==> config.mk <==
export PLATFORM = sky130hd
export DESIGN_NAME = sigs_merge
export DESIGN_NICKNAME = d
export VERILOG_FILES = /design/src/hw/rtl/sparse_index_search_gather_unit_macros.svh /design/src/hw/rtl/sigs_pkg.sv /design/src/hw/rtl/sigs_merge.sv
export SDC_FILE = /design/constraint.sdc
export NUM_CORES = 1
export LEC_CHECK = 0
export ABC_CLOCK_PERIOD_IN_PS = 850
export BUFFER_PORTS_ARGS = -buffer_cell sky130_fd_sc_hd__buf_2
export CAP_MARGIN = 20
export CORE_AREA = 5 5 42 44
export DETAILED_ROUTE_END_ITERATION = 6
export DIE_AREA = 0 0 47 49
export PLACE_DENSITY = 0.38
export SLEW_MARGIN = 20
export SYNTH_ARGS = -nofsm -noshare
export SYNTH_HDL_FRONTEND = slang
export SYNTH_SLANG_ARGS = --single-unit
==> constraint.sdc <==
create_clock -name vclk -period 0.85
set_input_delay 0.085 -clock vclk [all_inputs]
set_output_delay 0.085 -clock vclk [all_outputs]
set_load 0.01 [all_outputs]
==> src/hw/rtl/sparse_index_search_gather_unit_macros.svh <==
// Assertion macros for the sparse index search and gather unit.
`ifndef SPARSE_INDEX_SEARCH_GATHER_UNIT_MACROS_SVH
`define SPARSE_INDEX_SEARCH_GATHER_UNIT_MACROS_SVH
`ifndef SYNTHESIS
// Check that cons holds in the same cycle as ante.
`define SIGS_ASSERT_NOW(name, clk, rst, ante, cons) \
  name: assert property (@(posedge clk) disable iff (rst) (ante) |-> (cons)) \
    else $error("sigs: same-cycle check failed");
// Check that cons holds in the cycle after ante.
`define SIGS_ASSERT_NEXT(name, clk, rst, ante, cons) \
  name: assert property (@(posedge clk) disable iff (rst) (ante) |=> (cons)) \
    else $error("sigs: next-cycle check failed");
`else
`define SIGS_ASSERT_NOW(name, clk, rst, ante, cons)
`define SIGS_ASSERT_NEXT(name, clk, rst, ante, cons)
`endif
`endif

==> src/hw/rtl/sigs_pkg.sv <==
// Shared constants and types of the sparse index search and gather unit.
`timescale 1ns / 1ps
package sigs_pkg;
  localparam int DATA_W     = 32;
  localparam int COORD_DIMS = 8;
  localparam int DIM_IW     = 3;
  localparam int CFG_IDX_W  = 4;
  localparam int CMD_W      = 2;
  localparam int STATUS_W   = 2;

  localparam logic [CMD_W-1:0] CMD_LOAD  = 2'd0;
  localparam logic [CMD_W-1:0] CMD_QUERY = 2'd1;
  localparam logic [CMD_W-1:0] CMD_CLEAR = 2'd2;

  localparam logic [STATUS_W-1:0] ST_DONE  = 2'd0;
  localparam logic [STATUS_W-1:0] ST_FOUND = 2'd1;
  localparam logic [STATUS_W-1:0] ST_MISS  = 2'd2;
  localparam logic [STATUS_W-1:0] ST_FULL  = 2'd3;

  // One lane's verdict on its dimension: stored+start against the query.
  typedef struct packed {
    logic lt;
    logic gt;
  } lane_cmp_t;

  // Merged lexicographic verdict over all lanes.
  typedef struct packed {
    logic below;
    logic equal;
  } cmp_res_t;
endpackage

==> src/hw/rtl/sigs_merge.sv <==
// Merge of lane verdicts into one lexicographic order, dimension 0 first.
`timescale 1ns / 1ps
module sigs_merge #(
  parameter int RANK = 8
) (
  input  sigs_pkg::lane_cmp_t lanes [RANK],
  output sigs_pkg::cmp_res_t  res
);
  logic decided;
  logic below;

  always_comb begin
    decided = 1'b0;
    below   = 1'b0;
    for (int d = 0; d < RANK; d++) begin
      if (!decided && (lanes[d].lt || lanes[d].gt)) begin
        below   = lanes[d].lt;
        decided = 1'b1;
      end
    end
    res.below = below;
    res.equal = !decided;
  end
endmodule

== Yosys cells after proc, flatten, opt, wreduce, memory -nomap -nowiden ==
Index checks and enable logic that the tools add are counted.
Cells by class
  mux-type cells: 16
  reduce and logical (&&, ||, !) cells: 23
Operators with widths (count)
  $mux W1: 16
  $logic_not A1 Y1: 8
  $logic_or A1 B1 Y1: 8
  $logic_and A1 B1 Y1: 7
Storage, ports and cells
  input bits: 16
  output and inout port bits: 2
  register bits after elaboration: 0

== Longest topological paths before layout ==
  depth after elaboration: 24
  gate-level depth with buffers: 5
  gate-level depth less buffers: 4

== Worst setup path before layout ==
No wires, ideal clock.
  kind: input to output
  start: in lanes[4] (netlist name)
  end: out res[0] (netlist name)
  stages: 2
  data required time: 0.765 ns
  setup slack: -0.076 ns
  data arrival time: 0.841 ns
  path through: or4_4 > nor4_2
RTL lines
  start: declaration: RTL line sigs_merge.sv:6  | input sigs_pkg::lane_cmp_t lanes [RANK],
  end: declaration: RTL line sigs_merge.sv:7  | output sigs_pkg::cmp_res_t res

==> results.json <==
{
  "post_placement_setup_slack_ns": -0.309,
  "failing_checks": "setup timing",
  "number_of_placed_instances_taps_included": 53,
  "initial_core_util_pct": 7.77,
  "areaGrowthSynthToFinish_pct": 149,
  "grt.total_usage_pct": 4.00,
  "yosysSeqAreaShare_pct": 0,
  "vdd_ir_drop_max_mv": 0.110,
  "post-route-drc-count": 0,
  "finalWorstSetupSlack_ns": -0.235,
  "end_kind": "primary output",
  "total_switching_power_uw": 41.0,
  "layout_worst_path_cycle_share_pct": 128,
  "synth_compound_area_share_pct": 21.8,
  "number_of_hold_buffers_added_after_cts": 0,
  "worst-setup-path-type": "in2out",
  "worst_hold_path.num_cells": 3,
  "antenna_cells_inserted": 0,
  "slew_headroom_pct": 85.7,
  "start_kind": "input port",
  "muxShareOfSynthArea_pct": 0,
  "layout_common_cells": "sky130_fd_sc_hd__buf_2, sky130_fd_sc_hd__nor2_1, sky130_fd_sc_hd__buf_6",
  "final_core_util_pct": 19.4,
  "grt_antenna_before_repair": 0,
  "first_pass_grt_wire_length_um": 765,
  "fmax_mhz": 922,
  "layoutNonFillerInstCount": 53,
  "yosys.area_share.simple_pct": 64.4,
  "run_status": "finished with violations",
  "met3RoutedLength_um": 57,
  "timing_hold_violations_final": 0,
  "timing_worst_slew_pin_value_ns": 0.213,
  "yosysWarnings": 0,
  "max-cap-violations": 0,
  "yosysUniqueCellTypes": 13,
  "rows": 14,
  "min_path_type": "in2out",
  "fin_max_slew_vios": 0,
  "clockBufferCount": 0,
  "routedWlPerCell_um": 8.94,
  "post-synth-top-area-cell": "sky130_fd_sc_hd__nor2_1",
  "synthAdderAreaFrac_pct": 0,
  "worstHoldStart": "lanes[0]",
  "static-leakage-power_nw": 0.127,
  "synth_net_count": 34,
  "coreArea_um2": 1400,
  "grt_start_max_net_pins": 3,
  "drt_first_iter_violations": 0,
  "switching_share_pct": 41.5,
  "final_layout_size_suffix_gt1_share_pct": 64.9,
  "met2WireLength_um": 244,
  "ff_latch_area_um2": 0,
  "gp_congestion": 0.645,
  "floorplan.die_area_um2": 2300,
  "top_signal_layer_used": "met3",
  "worst_path_arrival_time_ns": 1.00,
  "finalSetupTns_ns": -0.380,
  "comb_power_share_pct": 100.0,
  "nNetsFinal": 55,
  "first_global_vias": 201,
  "layout_commonest_cell": "sky130_fd_sc_hd__buf_2",
  "drtAntennaViolNets": 0,
  "timing.final.setup_violations": 2,
  "synthesis.area_um2": 109,
  "sequentialPowerShare_pct": 0,
  "finalPower_uw": 98.8,
  "die_x_um": 47,
  "p_clk_share_pct": 0,
  "avgSynthCellArea_um2": 6.05,
  "holdPathEnd": "res[0]",
  "synthesis.instances": 18,
  "synth_top_family_by_area": "simple AND/OR/NAND/NOR gates",
  "path_max_fanout": 2,
  "post_cts.repair.setup_buffers": 0,
  "first_pass_iters": 1,
  "pwr_density_cell_nw_per_um2": 364,
  "synth_xor_area_share_pct": 0,
  "overflow": 0,
  "synth_area_leaders": "sky130_fd_sc_hd__nor2_1, sky130_fd_sc_hd__nand2b_1, sky130_fd_sc_hd__nor4_2",
  "layout_min_cycle_time_ns": 1.08,
  "post-synth-top-area-fraction_pct": 13.8,
  "buffers_added_on_ports": 18,
  "unrepaired_setup_endpoints_after_global_routing": "true",
  "timing.critical_path.required_ns": 0.76,
  "detailroute.via_count": 195,
  "totalWireLength_um": 474,
  "floorplan.die.height_um": 49,
  "io_pins": 18,
  "intPower_uw": 57.8,
  "vias_per_cell": 3.68,
  "wl_on_met1_um": 172,
  "n_sequential_cell": 0
}
==> critical path, cell delays in order <==
cell and delay (ns):
sky130_fd_sc_hd__buf_6 0.09, sky130_fd_sc_hd__or4_4 0.53, sky130_fd_sc_hd__nor4_4 0.12, sky130_fd_sc_hd__buf_2 0.17
==> synth_stat cells (all sizes together) <==
master and n:
a21oi 1, or4 1, a311oi 1, buf 1
o21ai 2, nor2 4, nand2b 2, nor4 2
inv 2, nor2b 1, nand4 1
==> metal layers <==
| layer | track usage (%) | up-vias |
|---|---|---|
| met5 | 0 | - |
| met4 | 0 | 0 |
| met3 | 1.11 | 0 |
| met2 | 7.01 | 8 |
| met1 | 5.00 | 84 |
| li1 | - | 103 |
==> power groups by stage <==
| stage | clock network [mW] | logic (mW) | registers [mW] |
|---|---|---|---|
| after floorplan | 0 | 0.0292 | 0 |
| after global placement | 0 | 0.0830 | 0 |
| after detailed placement | 0 | 0.0837 | 0 |
| after CTS | 0 | 0.0931 | 0 |
| after global routing | 0 | 0.110 | 0 |
| final | 0 | 0.0988 | 0 |
==> how the worst max path moves through the flow <==
stage,slack (ns),startpoint,end,cells after the start
final,-0.23,lanes[4],res[0],4
after global routing,-0.28,lanes[6],res[0],5
after CTS,-0.26,lanes[13],res[0],5
after detailed placement,-0.31,lanes[8],res[0],5
after global placement,-0.31,lanes[8],res[0],5
after floorplan,-0.04,lanes[4],res[0],2
==> layout make-up <==
cell class / instances / area [um2]
Fill cell: 170 / 1130
Inverter: 2 / 7.51
Multi-Input combinational cell: 15 / 120
Tap cell: 16 / 20.0
Timing Repair Buffer: 20 / 124
==> timing repair <==
| action | in CTS | in global routing |
|---|---|---|
| setup endpoints to repair | 2 | 2 |
| pin swaps | 4 | 2 |
| gates resized for setup | 4 | 2 |
| gates cloned | 0 | 0 |
==> kinds of logic after synthesis <==
group | after synthesis
AOI/OAI and AO/OA | 4
buffers and inverters | 3
and+or+nand+nor | 11
==> through the flow <==
step / hold WS (ns) / area, um2
6_report: 0.435 / 272
5_1_grt: 0.438 / 272
3_3_place_gp: 0.439 / 235
4_1_cts: 0.439 / 256
2_1_floorplan: 0.196 / 118
3_5_place_dp: 0.439 / 235
(Power assumes the default switching activity.)
